--- config.mk ---
export PLATFORM = sky130hd
export DESIGN_NAME = tpdf_dither_quantizer_stereo
export DESIGN_NICKNAME = d
export VERILOG_FILES = /design/src/hw/rtl/tdq_pkg.sv /design/src/hw/rtl/tpdf_dither_quantizer_stereo.sv /design/src/hw/rtl/tdq_ctrl.sv /design/src/hw/rtl/tdq_datapath.sv
export SDC_FILE = /design/constraint.sdc
export NUM_CORES = 2
export LEC_CHECK = 0
export ABC_AREA = 1
export BUFFER_PORTS_ARGS = -buffer_cell sky130_fd_sc_hd__buf_2
export CORE_ASPECT_RATIO = 1.5
export CORE_UTILIZATION = 54
export CTS_BUF_LIST = sky130_fd_sc_hd__clkbuf_2
export CTS_CLUSTER_SIZE = 40
export DETAILED_ROUTE_END_ITERATION = 8
export PLACE_DENSITY_LB_ADDON = 0.3
export SYNTH_ARGS = -nofsm -noshare
export SYNTH_HDL_FRONTEND = slang
export SYNTH_SLANG_ARGS = --single-unit
--- constraint.sdc ---
create_clock -name aclk -period 10.8 [get_ports aclk]
set_input_delay 1.08 -clock aclk [delete_from_list [all_inputs] [get_ports aclk]]
set_output_delay 1.08 -clock aclk [all_outputs]
set_load 0.02 [all_outputs]
--- src/hw/rtl/tdq_pkg.sv ---
// ----------------------------------------------------------------------------
// tdq_pkg
// Shared types, constants and the rounding function for the TPDF dither
// quantizer: controller states, datapath operations, command/status structs.
// ----------------------------------------------------------------------------
`default_nettype none

package tdq_pkg;

    // Generator and mixer constants
    localparam logic [63:0] GOLDEN_GAMMA = 64'h9E3779B97F4A7C15;
    localparam logic [63:0] MIX_MUL_A    = 64'hBF58476D1CE4E5B9;
    localparam logic [63:0] MIX_MUL_B    = 64'h94D049BB133111EB;

    localparam int SAMPLE_W = 32;
    localparam int CODE_W   = 16;
    localparam int DRAW_W   = 24;
    localparam int DITHER_W = DRAW_W + 1;
    localparam int VALUE_W  = 48;
    localparam int FRAC_W   = 24;

    localparam logic [1:0] MUL_STEP_LAST = 2'd3;

    // Controller states
    typedef enum logic [2:0] {
        S_IDLE,
        S_ADV,
        S_MUL,
        S_MIX,
        S_SUM,
        S_QUANT
    } state_t;

    // Datapath operations
    typedef enum logic [2:0] {
        OP_NONE,
        OP_LOAD,
        OP_ADV,
        OP_MUL,
        OP_MIX,
        OP_SUM,
        OP_QUANT
    } op_t;

    typedef struct packed {
        op_t        op;
        logic [1:0] mul_step;  // partial product index within one 64-bit multiply
        logic       mul_b;     // 0: first mixer constant, 1: second
        logic       second;    // 0: first draw of the frame, 1: second draw
    } cmd_t;

    typedef struct packed {
        logic out_free;        // output register empty or being taken
    } status_t;

    // Round a value in 2^-24 LSB units half away from zero, saturate to int16
    function automatic logic [CODE_W-1:0] round_sat(input logic [VALUE_W-1:0] value);
        logic               neg;
        logic [VALUE_W-1:0] mag_r;
        logic [VALUE_W-1:0] whole;
        logic [CODE_W-1:0]  code;
        neg = value[VALUE_W-1];
        // -v + half == ~v + half + 1
        mag_r = neg ? (~value + VALUE_W'((1 << (FRAC_W - 1)) + 1))
                    : (value + VALUE_W'(1 << (FRAC_W - 1)));
        whole = mag_r >> FRAC_W;
        if (neg) begin
            if (whole > VALUE_W'(32768)) begin
                code = 16'h8000;
            end else begin
                code = CODE_W'(~whole + VALUE_W'(1));
            end
        end else begin
            if (whole > VALUE_W'(32767)) begin
                code = 16'h7FFF;
            end else begin
                code = whole[CODE_W-1:0];
            end
        end
        return code;
    endfunction

endpackage

`default_nettype wire

--- src/hw/rtl/tpdf_dither_quantizer_stereo.sv ---
// One frame at a time: a new input word is accepted only in the idle state.
// The single 32x32 multiplier builds four
//   64-bit mixer products per frame from three partial products each.
// A held output word does not block the next input word; rounding waits
//   only if the previous result is still untaken.
// Reset (aresetn low, synchronous) clears the seed and the generator to zero.
// ----------------------------------------------------------------------------
// tpdf_dither_quantizer_stereo
// TPDF-dithered stereo quantizer from 2^24 fixed point to 16-bit codes.
// ----------------------------------------------------------------------------
`default_nettype none

module tpdf_dither_quantizer_stereo
    import tdq_pkg::*;
(
    input  wire         aclk,
    input  wire         aresetn,
    // seed write channel
    input  wire         cfg_valid,
    output logic        cfg_ready,
    input  wire  [63:0] cfg_data,     // dither_seed
    // input frames
    input  wire         s_tvalid,
    output logic        s_tready,
    input  wire  [63:0] s_tdata,      // [31:0] left_sample, [63:32] right_sample
    input  wire         s_tuser,      // restart
    // result frames
    output logic        m_tvalid,
    input  wire         m_tready,
    output logic [31:0] m_tdata,      // [15:0] left_code, [31:16] right_code
    output logic        m_tuser       // silent_frame
);

    cmd_t    cmd;
    status_t status;

    assign cfg_ready = 1'b1;

    tdq_ctrl u_ctrl (
        .aclk     (aclk),
        .aresetn  (aresetn),
        .s_tvalid (s_tvalid),
        .s_tready (s_tready),
        .status   (status),
        .cmd      (cmd)
    );

    tdq_datapath u_datapath (
        .aclk      (aclk),
        .aresetn   (aresetn),
        .cmd       (cmd),
        .status    (status),
        .cfg_valid (cfg_valid),
        .cfg_data  (cfg_data),
        .s_tdata   (s_tdata),
        .s_tuser   (s_tuser),
        .m_tvalid  (m_tvalid),
        .m_tready  (m_tready),
        .m_tdata   (m_tdata),
        .m_tuser   (m_tuser)
    );

endmodule

`default_nettype wire

--- src/hw/rtl/tdq_ctrl.sv ---
// ----------------------------------------------------------------------------
// tdq_ctrl
// Sequencer for one frame: two generator draws, each with two 64-bit
// multiplies built from three 32x32 partial products, then sum and rounding.
// ----------------------------------------------------------------------------
`default_nettype none

module tdq_ctrl
    import tdq_pkg::*;
(
    input  wire     aclk,
    input  wire     aresetn,
    input  wire     s_tvalid,
    output logic    s_tready,
    input  status_t status,
    output cmd_t    cmd
);

    state_t     state_reg, state_next;
    logic [1:0] mul_step_reg, mul_step_next;
    logic       mul_b_reg, mul_b_next;
    logic       second_reg, second_next;

    // Advance state and counters
    always_ff @(posedge aclk) begin
        if (!aresetn) begin
            state_reg    <= S_IDLE;
            mul_step_reg <= 2'd0;
            mul_b_reg    <= 1'b0;
            second_reg   <= 1'b0;
        end else begin
            state_reg    <= state_next;
            mul_step_reg <= mul_step_next;
            mul_b_reg    <= mul_b_next;
            second_reg   <= second_next;
        end
    end

    // Next state
    always_comb begin
        state_next    = state_reg;
        mul_step_next = mul_step_reg;
        mul_b_next    = mul_b_reg;
        second_next   = second_reg;
        unique case (state_reg)
            S_IDLE: begin
                if (s_tvalid) begin
                    state_next  = S_ADV;
                    mul_b_next  = 1'b0;
                    second_next = 1'b0;
                end
            end
            S_ADV: begin
                state_next    = S_MUL;
                mul_step_next = 2'd0;
            end
            S_MUL: begin
                if (mul_step_reg == MUL_STEP_LAST) begin
                    state_next    = S_MIX;
                    mul_step_next = 2'd0;
                end else begin
                    mul_step_next = mul_step_reg + 2'd1;
                end
            end
            S_MIX: begin
                if (!mul_b_reg) begin
                    state_next = S_MUL;
                    mul_b_next = 1'b1;
                end else if (!second_reg) begin
                    state_next  = S_ADV;
                    mul_b_next  = 1'b0;
                    second_next = 1'b1;
                end else begin
                    state_next = S_SUM;
                end
            end
            S_SUM: begin
                state_next = S_QUANT;
            end
            S_QUANT: begin
                if (status.out_free) begin
                    state_next = S_IDLE;
                end
            end
            default: begin
                state_next = S_IDLE;
            end
        endcase
    end

    // Outputs
    always_comb begin
        s_tready     = 1'b0;
        cmd.op       = OP_NONE;
        cmd.mul_step = mul_step_reg;
        cmd.mul_b    = mul_b_reg;
        cmd.second   = second_reg;
        unique case (state_reg)
            S_IDLE: begin
                s_tready = 1'b1;
                if (s_tvalid) begin
                    cmd.op = OP_LOAD;
                end
            end
            S_ADV:   cmd.op = OP_ADV;
            S_MUL:   cmd.op = OP_MUL;
            S_MIX:   cmd.op = OP_MIX;
            S_SUM:   cmd.op = OP_SUM;
            S_QUANT: begin
                if (status.out_free) begin
                    cmd.op = OP_QUANT;
                end
            end
            default: cmd.op = OP_NONE;
        endcase
    end

    // An accepted word always starts a generator advance
    assert property (@(posedge aclk) disable iff (!aresetn)
        (s_tvalid && s_tready) |=> (state_reg == S_ADV))
        else $error("accept did not start a draw");

    // The partial product counter only moves inside a multiply
    assert property (@(posedge aclk) disable iff (!aresetn)
        (mul_step_reg != 2'd0) |-> (state_reg == S_MUL))
        else $error("multiply step outside multiply");

    // Results are written only into a free output register
    assert property (@(posedge aclk) disable iff (!aresetn)
        (cmd.op == OP_QUANT) |-> status.out_free)
        else $error("output overwritten");

endmodule

`default_nettype wire

--- src/hw/rtl/tdq_datapath.sv ---
// ----------------------------------------------------------------------------
// tdq_datapath
// Generator state, shared 32x32 multiplier with accumulator, dither and
// per-channel rounding, plus the output register of the result channel.
// ----------------------------------------------------------------------------
`default_nettype none

module tdq_datapath
    import tdq_pkg::*;
(
    input  wire         aclk,
    input  wire         aresetn,
    input  cmd_t        cmd,
    output status_t     status,
    input  wire         cfg_valid,
    input  wire  [63:0] cfg_data,
    input  wire  [63:0] s_tdata,
    input  wire         s_tuser,
    output logic        m_tvalid,
    input  wire         m_tready,
    output logic [31:0] m_tdata,
    output logic        m_tuser
);

    logic [63:0]          seed_reg;
    logic [63:0]          st_reg, st_next;
    logic [63:0]          z_reg, z_next;
    logic [63:0]          acc_reg, acc_next;
    logic [63:0]          prod_reg;
    logic [DRAW_W-1:0]    first_reg, first_next;
    logic [DITHER_W-1:0]  dither_reg, dither_next;
    logic [SAMPLE_W-1:0]  left_reg, right_reg;
    logic [VALUE_W-1:0]   val_l_reg, val_r_reg;
    logic [CODE_W-1:0]    left_code_reg, right_code_reg;
    logic                 silent_reg;
    logic                 m_valid_reg;

    logic [63:0]          st_adv;
    logic [63:0]          mul_const;
    logic [31:0]          mul_a, mul_b;
    logic [63:0]          mix_w;
    logic [DRAW_W-1:0]    draw;

    // Seed register
    always_ff @(posedge aclk) begin
        if (!aresetn) begin
            seed_reg <= 64'd0;
        end else if (cfg_valid) begin
            seed_reg <= cfg_data;
        end
    end

    // Multiplier operands: lo*lo, lo*hi, hi*lo
    assign mul_const = cmd.mul_b ? MIX_MUL_B : MIX_MUL_A;
    always_comb begin
        unique case (cmd.mul_step)
            2'd1: begin
                mul_a = z_reg[31:0];
                mul_b = mul_const[63:32];
            end
            2'd2: begin
                mul_a = z_reg[63:32];
                mul_b = mul_const[31:0];
            end
            default: begin
                mul_a = z_reg[31:0];
                mul_b = mul_const[31:0];
            end
        endcase
    end

    always_ff @(posedge aclk) begin
        prod_reg <= mul_a * mul_b;
    end

    assign st_adv = st_reg + GOLDEN_GAMMA;
    assign mix_w  = acc_reg ^ (acc_reg >> 31);
    assign draw   = mix_w[63:40];

    // Generator, accumulator and dither
    always_comb begin
        st_next     = st_reg;
        z_next      = z_reg;
        acc_next    = acc_reg;
        first_next  = first_reg;
        dither_next = dither_reg;
        unique case (cmd.op)
            OP_LOAD: begin
                if (s_tuser) begin
                    st_next = seed_reg;
                end
            end
            OP_ADV: begin
                st_next = st_adv;
                z_next  = st_adv ^ (st_adv >> 30);
            end
            OP_MUL: begin
                if (cmd.mul_step == 2'd1) begin
                    acc_next = prod_reg;
                end else if (cmd.mul_step != 2'd0) begin
                    acc_next[63:32] = acc_reg[63:32] + prod_reg[31:0];
                end
            end
            OP_MIX: begin
                if (!cmd.mul_b) begin
                    z_next = acc_reg ^ (acc_reg >> 27);
                end else if (!cmd.second) begin
                    first_next = draw;
                end else begin
                    dither_next = {1'b0, first_reg} - {1'b0, draw};
                end
            end
            default: begin
            end
        endcase
    end

    always_ff @(posedge aclk) begin
        if (!aresetn) begin
            st_reg <= 64'd0;
        end else begin
            st_reg <= st_next;
        end
    end

    always_ff @(posedge aclk) begin
        z_reg      <= z_next;
        acc_reg    <= acc_next;
        first_reg  <= first_next;
        dither_reg <= dither_next;
    end

    // Latch samples on accept, form sample*2^15 + dither
    always_ff @(posedge aclk) begin
        if (cmd.op == OP_LOAD) begin
            left_reg  <= s_tdata[31:0];
            right_reg <= s_tdata[63:32];
        end
        if (cmd.op == OP_SUM) begin
            val_l_reg <= {left_reg[SAMPLE_W-1], left_reg, 15'd0}
                       + {{(VALUE_W-DITHER_W){dither_reg[DITHER_W-1]}}, dither_reg};
            val_r_reg <= {right_reg[SAMPLE_W-1], right_reg, 15'd0}
                       + {{(VALUE_W-DITHER_W){dither_reg[DITHER_W-1]}}, dither_reg};
        end
    end

    // Round and saturate each channel, or give zero codes for a silent frame, and hold the result word
    always_ff @(posedge aclk) begin
        if (cmd.op == OP_QUANT) begin
            if (left_reg == 32'd0 && right_reg == 32'd0) begin
                left_code_reg  <= 16'd0;
                right_code_reg <= 16'd0;
                silent_reg     <= 1'b1;
            end else begin
                left_code_reg  <= round_sat(val_l_reg);
                right_code_reg <= round_sat(val_r_reg);
                silent_reg     <= 1'b0;
            end
        end
    end

    always_ff @(posedge aclk) begin
        if (!aresetn) begin
            m_valid_reg <= 1'b0;
        end else if (cmd.op == OP_QUANT) begin
            m_valid_reg <= 1'b1;
        end else if (m_tready) begin
            m_valid_reg <= 1'b0;
        end
    end

    assign status.out_free = !m_valid_reg || m_tready;
    assign m_tvalid        = m_valid_reg;
    assign m_tdata         = {right_code_reg, left_code_reg};
    assign m_tuser         = silent_reg;

    // Restart reloads the generator from the seed
    assert property (@(posedge aclk) disable iff (!aresetn)
        (cmd.op == OP_LOAD && s_tuser) |=> (st_reg == $past(seed_reg)))
        else $error("restart did not reload generator");

    // Without restart the accept leaves the generator alone
    assert property (@(posedge aclk) disable iff (!aresetn)
        (cmd.op == OP_LOAD && !s_tuser) |=> $stable(st_reg))
        else $error("generator moved on accept");

    // A new result word appears only after a rounding step
    assert property (@(posedge aclk) disable iff (!aresetn)
        $rose(m_valid_reg) |-> $past(cmd.op == OP_QUANT))
        else $error("result word without rounding");

endmodule

`default_nettype wire
; ---- Word level (Yosys, flattened, before mapping)
; Cells that the tools add are included.
[op_classes]
n_eq_ne = 20
n_lt_le_gt_ge = 4
muxes = 38
reduce_logical = 22
n_mul = 1
bitwise_logic = 8
addsub = 12
[ops]
columns = operator, count
row1 = $pmux 64 s2, 2
row2 = $add 48x24->48 const B, 4
row3 = $mux 32, 4
row4 = $mux 64, 2
row5 = $add 47x25->48, 2
row6 = $mux 16, 6
row7 = $mux 48, 2
row8 = $not 48->48, 2
row9 = $add 64x64->64 const B, 1
row10 = $logic_not 32->1, 2
row11 = $mul 32x32->64, 1
row12 = $xor 64x33->64, 1
row13 = $xor 64x34->64, 1
row14 = $xor 64x37->64, 1
row15 = $mux 62, 1
row16 = $gt 24x15->1 const B, 2
row17 = $gt 24x16->1 const B, 2
row18 = $pmux 3 s6, 2
row19 = $add 16x1->16 const B, 2
row20 = $add 32x32->32, 1
row21 = $not 16->16, 2
row22 = $sub 24x24->25, 1
row23 = $mux 3, 6
row24 = $eq 3x3->1 const B, 5
row25 = 19 further kinds, 50
[totals]
ff_bits = 570
output_inout_bits = 36
in_bits = 134

; ---- Logic depth before layout (Yosys ltp)
[logic_depth]
word_depth = 7
depth_mapped = 39
mapped_depth_nobuf = 38

; ---- Hierarchy
; From an unflattened synthesis, not the netlist that was laid out.
[hier_totals]
cells_unflattened = 7827
area_unflattened_um2 = 63554.7
[by_module_without_submodules]
columns = module, area_each_um2, cells_per_inst, instances, seq_area_each_um2
row1 = tdq_datapath, 63104.3, 7761, 1, 14523.9
row2 = tdq_ctrl, 439.2, 64, 1, 140.1
row3 = tpdf_dither_quantizer_stereo, 11.3, 2, 1, 0.0

; ---- Worst setup path after synthesis
; No wires, ideal clock.
[synth_timing]
kind = register to register
startpoint = reg u_ctrl.mul_step_reg[0]
endpoint = reg u_datapath.prod_reg[63]
t_arrival_ns = 8.045
synth_period_minus_slack_ns = 8.169
path_buffers = 2
required_ns = 10.677
path_stages_with_launch = 31
setup_slack_ns = 2.631
path_cell_list = dfxtp_1 -> inv_1 -> ha_1 -> clkbuf_1 -> clkbuf_1 -> o21ai_1 -> clkinv_1 -> nor2_1 -> inv_1 -> fa_1 -> inv_1 -> fa_1 -> inv_1 -> fa_1 -> inv_1 -> fa_1 -> fa_1 -> fa_1 -> fa_1 -> fa_1 -> ha_1 -> nand2_1 -> nor2_1 -> inv_1 -> nor2_1 -> nand3_1 -> o21ai_0 -> a21oi_1 -> o21ai_0 -> a21oi_1 -> xor2_1
[synth_via]
elab_chain_len = 3
word_cells_on_any_way = 5
cone_classes = 1 x mul / 2 x eq/ne / 2 x mux
[synth_rtl]
columns = element, line_no
row1 = "start, declared", tdq_ctrl.sv:20  ; logic [1:0] mul_step_reg, mul_step_next;
row2 = "start signal, assigned", tdq_ctrl.sv:33  ; mul_step_reg <= mul_step_next;
row3 = $eq 2x2->1 or $eq 2x1->1 (tied branches), tdq_datapath.sv:56  ; unique case (cmd.mul_step)
row4 = $mux 32, tdq_datapath.sv:56
row5 = $mul 32x32->64 (*), tdq_datapath.sv:73  ; prod_reg <= mul_a * mul_b;
row6 = "end signal, assigned", tdq_datapath.sv:73
row7 = "end, declared", tdq_datapath.sv:29  ; logic [63:0] prod_reg;
; Mark *: on every way between the ends. The rest lies on a longest branch, timed or not.
; A chain may end at the register's enable or synchronous reset.

; ---- Worst setup path after layout
[layout_timing]
startpoint = reg u_ctrl.mul_step_reg[0]
endpoint = reg u_datapath.prod_reg[58]
; Same word-level chain as after synthesis.

==> results.md <==
STA:
- For the final routed database, the setup TNS stands at 0 ps.
- The transition time at the pin with the least slew margin is around 1400 ps.
- The tightest hold path in the finished design has a slack of ~160 ps.
- The final-report max-slew violation count is 0.
- Clock skew on the completed layout was measured at around 140 ps.
- The number of endpoints with negative hold slack in the final report is 0.
- For the finished layout, the period the worst path requires is slightly above 10000 ps.
- Setup repair after global routing left no endpoint under its margin.
- The post-route clock period utilization is approximately 95%.
- Setup violations remaining at the end of the flow were counted as 0.
- The worst relative slew slack is between 6 and 7%.
- The fmax is 97.9 MHz.

Floorplanning:
- The number of placed I/O pins is 170.
- From bottom edge to top edge, the die measures around 420 um.
- The number of standard-cell rows in the floorplan is about 150.
- The initial core utilization is between 50% and 60%.
- The floorplan die width is ~280 um.
- The floorplan step defined a die boundary enclosing around 120000 um2.
- The core box area is between 100000 and 150000 um2.

Clocking:
- The largest buffer count on any clock path is 3.
- The library cell used as clock root buffer is sky130_fd_sc_hd__clkbuf_2.
- The clock latency at the later pin of the worst-skew pair is about 1600 ps.
- TritonCTS built the clock tree.
- The number of buffers added by the clock tree synthesis step is about 140.
- The H-tree generated during clock tree synthesis spans 4 levels.
- The clock-pin slew on the worst setup and hold paths is roughly 110 ps.
- Post-CTS repair changed the size of 0 cells.
- The number of sinks handled by clock tree synthesis is between 500 and 600.

Final layout:
- The final net count is roughly 9600.
- In the layout the commonest cells are 1636 x sky130_fd_sc_hd__inv_1, 1446 x sky130_fd_sc_hd__nand2_1, 804 x sky130_fd_sc_hd__fa_1.
- Leaving out fill and tap cells, the most frequent cell in the layout is sky130_fd_sc_hd__inv_1.
- The end-of-flow core utilization is slightly below 60%.
- From synthesis to final layout, the design area changed by 9.47%.
- The fraction of layout cells with a size suffix above 1 is under 10%.
- Fill cells in the final layout number between 10000 and 15000.

Detailed routing:
- The residual antenna-violating net count after detailed routing is 0.
- Before antenna repair, the detailed router went through 8 iterations.
- Summing over every cut layer, the via total after detailed routing is about 55000.
- Dividing the detail-routed wire length by the instance count gives around 24 um.
- In the routed layout, each cell is associated on average with a via count of 5.63.
- The violation count after the first detailed-routing iteration is about 4900.
- For this run, design rule violations remaining after detail routing come to 0.
- The final layout contains routed wiring with a total length of about 240 mm.

Place:
- The final RePlAce weighted congestion is approximately 1.1.
- The number of I/O port buffers is between 150 and 200.
- Detailed placement finished with a half-perimeter wire length of ~200 mm.

Critical path:
- Counting cells, the worst reg-to-reg path comes to 31.
- The worst path arrival time is 11690 ps.
- The worst setup path category is flop to flop.
- In this run the critical register-to-register path is captured at u_datapath.prod_reg[58].
- In this design, the stage delay of the slowest critical-path cell is approximately 800 ps.
- The critical register-to-register path startpoint is u_ctrl.mul_step_reg[0].
- STA classifies the critical path endpoint as a flop.
- In this run the register-to-register setup slack is about 580 ps.
- The most frequent cell on the critical path is sky130_fd_sc_hd__fa_1.
- For this design, the slowest cell found on the critical path is sky130_fd_sc_hd__o21ai_1.
- Data on the critical path is required at its endpoint by about 12000 ps.
- The maximum fanout encountered on the critical timing path is 31.
- The worst setup path is launched from a flop.

Min path:
- The worst hold endpoint is u_datapath.seed_reg[27].
- In this run the most critical hold path is launched from cfg_valid.
- The path class of the tightest hold or removal check is primary input to flop.
- The hold-critical path depth is 3.

Yosys:
- The async set-or-reset flop fraction in the synthesized netlist is 0%.
- Among all flip-flop cells after synthesis, the most frequent one is sky130_fd_sc_hd__edfxtp_1.
- The mapped netlist covers about 63000 um2.
- The total nets after synthesis is between 9000 and 10000.
- Dividing the synthesized area by the synthesized cell count gives a little over 8 um2.
- Synthesis inferred about 560 register bits.
- The netlist uses 70 different library cells.
- The count of mapped cells out of synthesis is approximately 7700.
- The sequential cell area fraction in the yosys report is 23.1%.
- Counting flops with a built-in enable in the synthesized netlist gives roughly 360.
- The warning count from the yosys run is 0.

GRT:
- The initial antenna violation count was 10.
- The routing usage on met2 is about two thirds.
- The via count of the first global-routing pass is 57400.
- Global routing consumed, over all layers together, a little over 40% of the routing resources.
- The first global-routing pass estimated between 300 and 400 mm of wire.
- For met1 alone, demand over resource in global routing was between 40% and 50%.
- For this run, global-route usage on met3 was measured as 7.18%.
- The layer flagged by global routing as most heavily used is met2.
- After global routing the overflow that remains totals 0.
- Entering global routing, the biggest net connects 76 pins.

Run:
- The count of max-cap constraint violations is 0.

Outcome:
- The flow ran to the end, and the final reports show no timing, DRC or antenna violations.
## how the worst max path moves through the flow
stage                            from                      end  slack, ps  cells past startpoint
2_1_floorplan  u_ctrl.mul_step_reg[0]  u_datapath.prod_reg[63]       2630                     30
3_3_place_gp   u_ctrl.mul_step_reg[0]  u_datapath.prod_reg[58]        840                     31
3_5_place_dp   u_ctrl.mul_step_reg[0]  u_datapath.prod_reg[50]        740                     30
4_1_cts        u_ctrl.mul_step_reg[0]  u_datapath.prod_reg[58]        720                     31
5_1_grt        u_ctrl.mul_step_reg[0]  u_datapath.prod_reg[63]        240                     29
6_report       u_ctrl.mul_step_reg[0]  u_datapath.prod_reg[58]        580                     31
## cells in the mapped netlist, types with 7 or more instances
cell,instances,area share [%]
sky130_fd_sc_hd__a21boi_0,17,0.20
sky130_fd_sc_hd__a21o_1,15,0.18
sky130_fd_sc_hd__a21oi_1,307,2.4
sky130_fd_sc_hd__a221oi_1,12,0.17
sky130_fd_sc_hd__a31oi_1,89,0.88
sky130_fd_sc_hd__and2_1,9,0.089
sky130_fd_sc_hd__buf_1,15,0.089
sky130_fd_sc_hd__buf_2,11,0.087
sky130_fd_sc_hd__clkbuf_1,131,0.78
sky130_fd_sc_hd__clkinv_1,19,0.11
sky130_fd_sc_hd__dfxtp_1,200,6.3
sky130_fd_sc_hd__edfxtp_1,355,17
sky130_fd_sc_hd__fa_1,804,25
sky130_fd_sc_hd__ha_1,486,9.6
sky130_fd_sc_hd__inv_1,1639,9.7
sky130_fd_sc_hd__inv_2,33,0.20
sky130_fd_sc_hd__nand2_1,1447,8.6
sky130_fd_sc_hd__nand2_2,21,0.21
sky130_fd_sc_hd__nand3_1,315,2.5
sky130_fd_sc_hd__nand3_2,7,0.11
sky130_fd_sc_hd__nand3b_1,13,0.15
sky130_fd_sc_hd__nand4_1,77,0.76
sky130_fd_sc_hd__nor2_1,791,4.7
sky130_fd_sc_hd__nor2_2,30,0.30
sky130_fd_sc_hd__nor2_4,7,0.12
sky130_fd_sc_hd__nor3_1,80,0.63
sky130_fd_sc_hd__nor4_1,31,0.31
sky130_fd_sc_hd__o211ai_1,14,0.17
sky130_fd_sc_hd__o21a_1,24,0.28
sky130_fd_sc_hd__o21ai_0,289,2.3
sky130_fd_sc_hd__o21ai_1,51,0.40
sky130_fd_sc_hd__o21ai_2,7,0.097
sky130_fd_sc_hd__o21bai_1,24,0.28
sky130_fd_sc_hd__o221ai_1,17,0.23
sky130_fd_sc_hd__o22ai_1,15,0.15
sky130_fd_sc_hd__or2_2,26,0.26
sky130_fd_sc_hd__xnor2_1,89,1.2
sky130_fd_sc_hd__xor2_1,168,2.3
## critical path, delay by kind of cell, from the launching register on
family | cells | cell delay, ps
and+or+nand+nor | 10 | 1890
buffers and inverters | 7 | 1100
xor gates and xnor gates | 1 | 140
AOI/OAI and AO/OA | 3 | 1450
DFF | 1 | 360
adders and majority gates | 10 | 5160
## what timing repair did
action,in CTS,in global routing
endpoints found under the hold margin,133,0
buffers inserted,0,0
hold buffers,155,0
## final cells by class
type | instances | area [um2] | area share [%]
Inverter | 1693 | 6360 | 9.17
Multi-Input combinational cell | 5334 | 41700 | 60.2
Clock buffer | 208 | 1040 | 1.50
Tap cell | 1550 | 1940 | 2.80
Antenna cell | 10 | 25.0 | 0.0361
Sequential cell | 555 | 14700 | 21.1
Clock inverter | 47 | 322 | 0.464
Timing Repair Buffer | 437 | 3260 | 4.70
## cell families after synthesis
| kind of cell | after synthesis | synth area share, % |
|---|---|---|
| simple gates | 2874 | 19.0 |
| buf+inv | 1858 | 11.1 |
| fa+ha+maj | 1290 | 35.0 |
| compound gates | 911 | 8.16 |
| flops | 555 | 23.1 |
| xor+xnor | 258 | 3.58 |
| other cells | 1 | 0.00592 |
## metrics by stage
stage | setup WS [ps] | cells | cell area [um2]
2_1_floorplan | 2630 | 7747 | 63400
3_3_place_gp | 836 | 9414 | 66400
3_5_place_dp | 736 | 9414 | 66400
4_1_cts | 724 | 9824 | 69300
5_1_grt | 235 | 9832 | 69400
6_report | 580 | 9834 | 69400
## routing by layer
metal,share of wire [%],wire [um],up-vias
li1,-,-,25200
met2,48,114000,2659
met3,7.3,17300,906
met4,9.6,22900,4
met1,35,84500,26600
met5,0.012,29,-
Power is not shown: default switching activity piles up to over one toggle a cycle in this logic, so the estimate is an artifact.
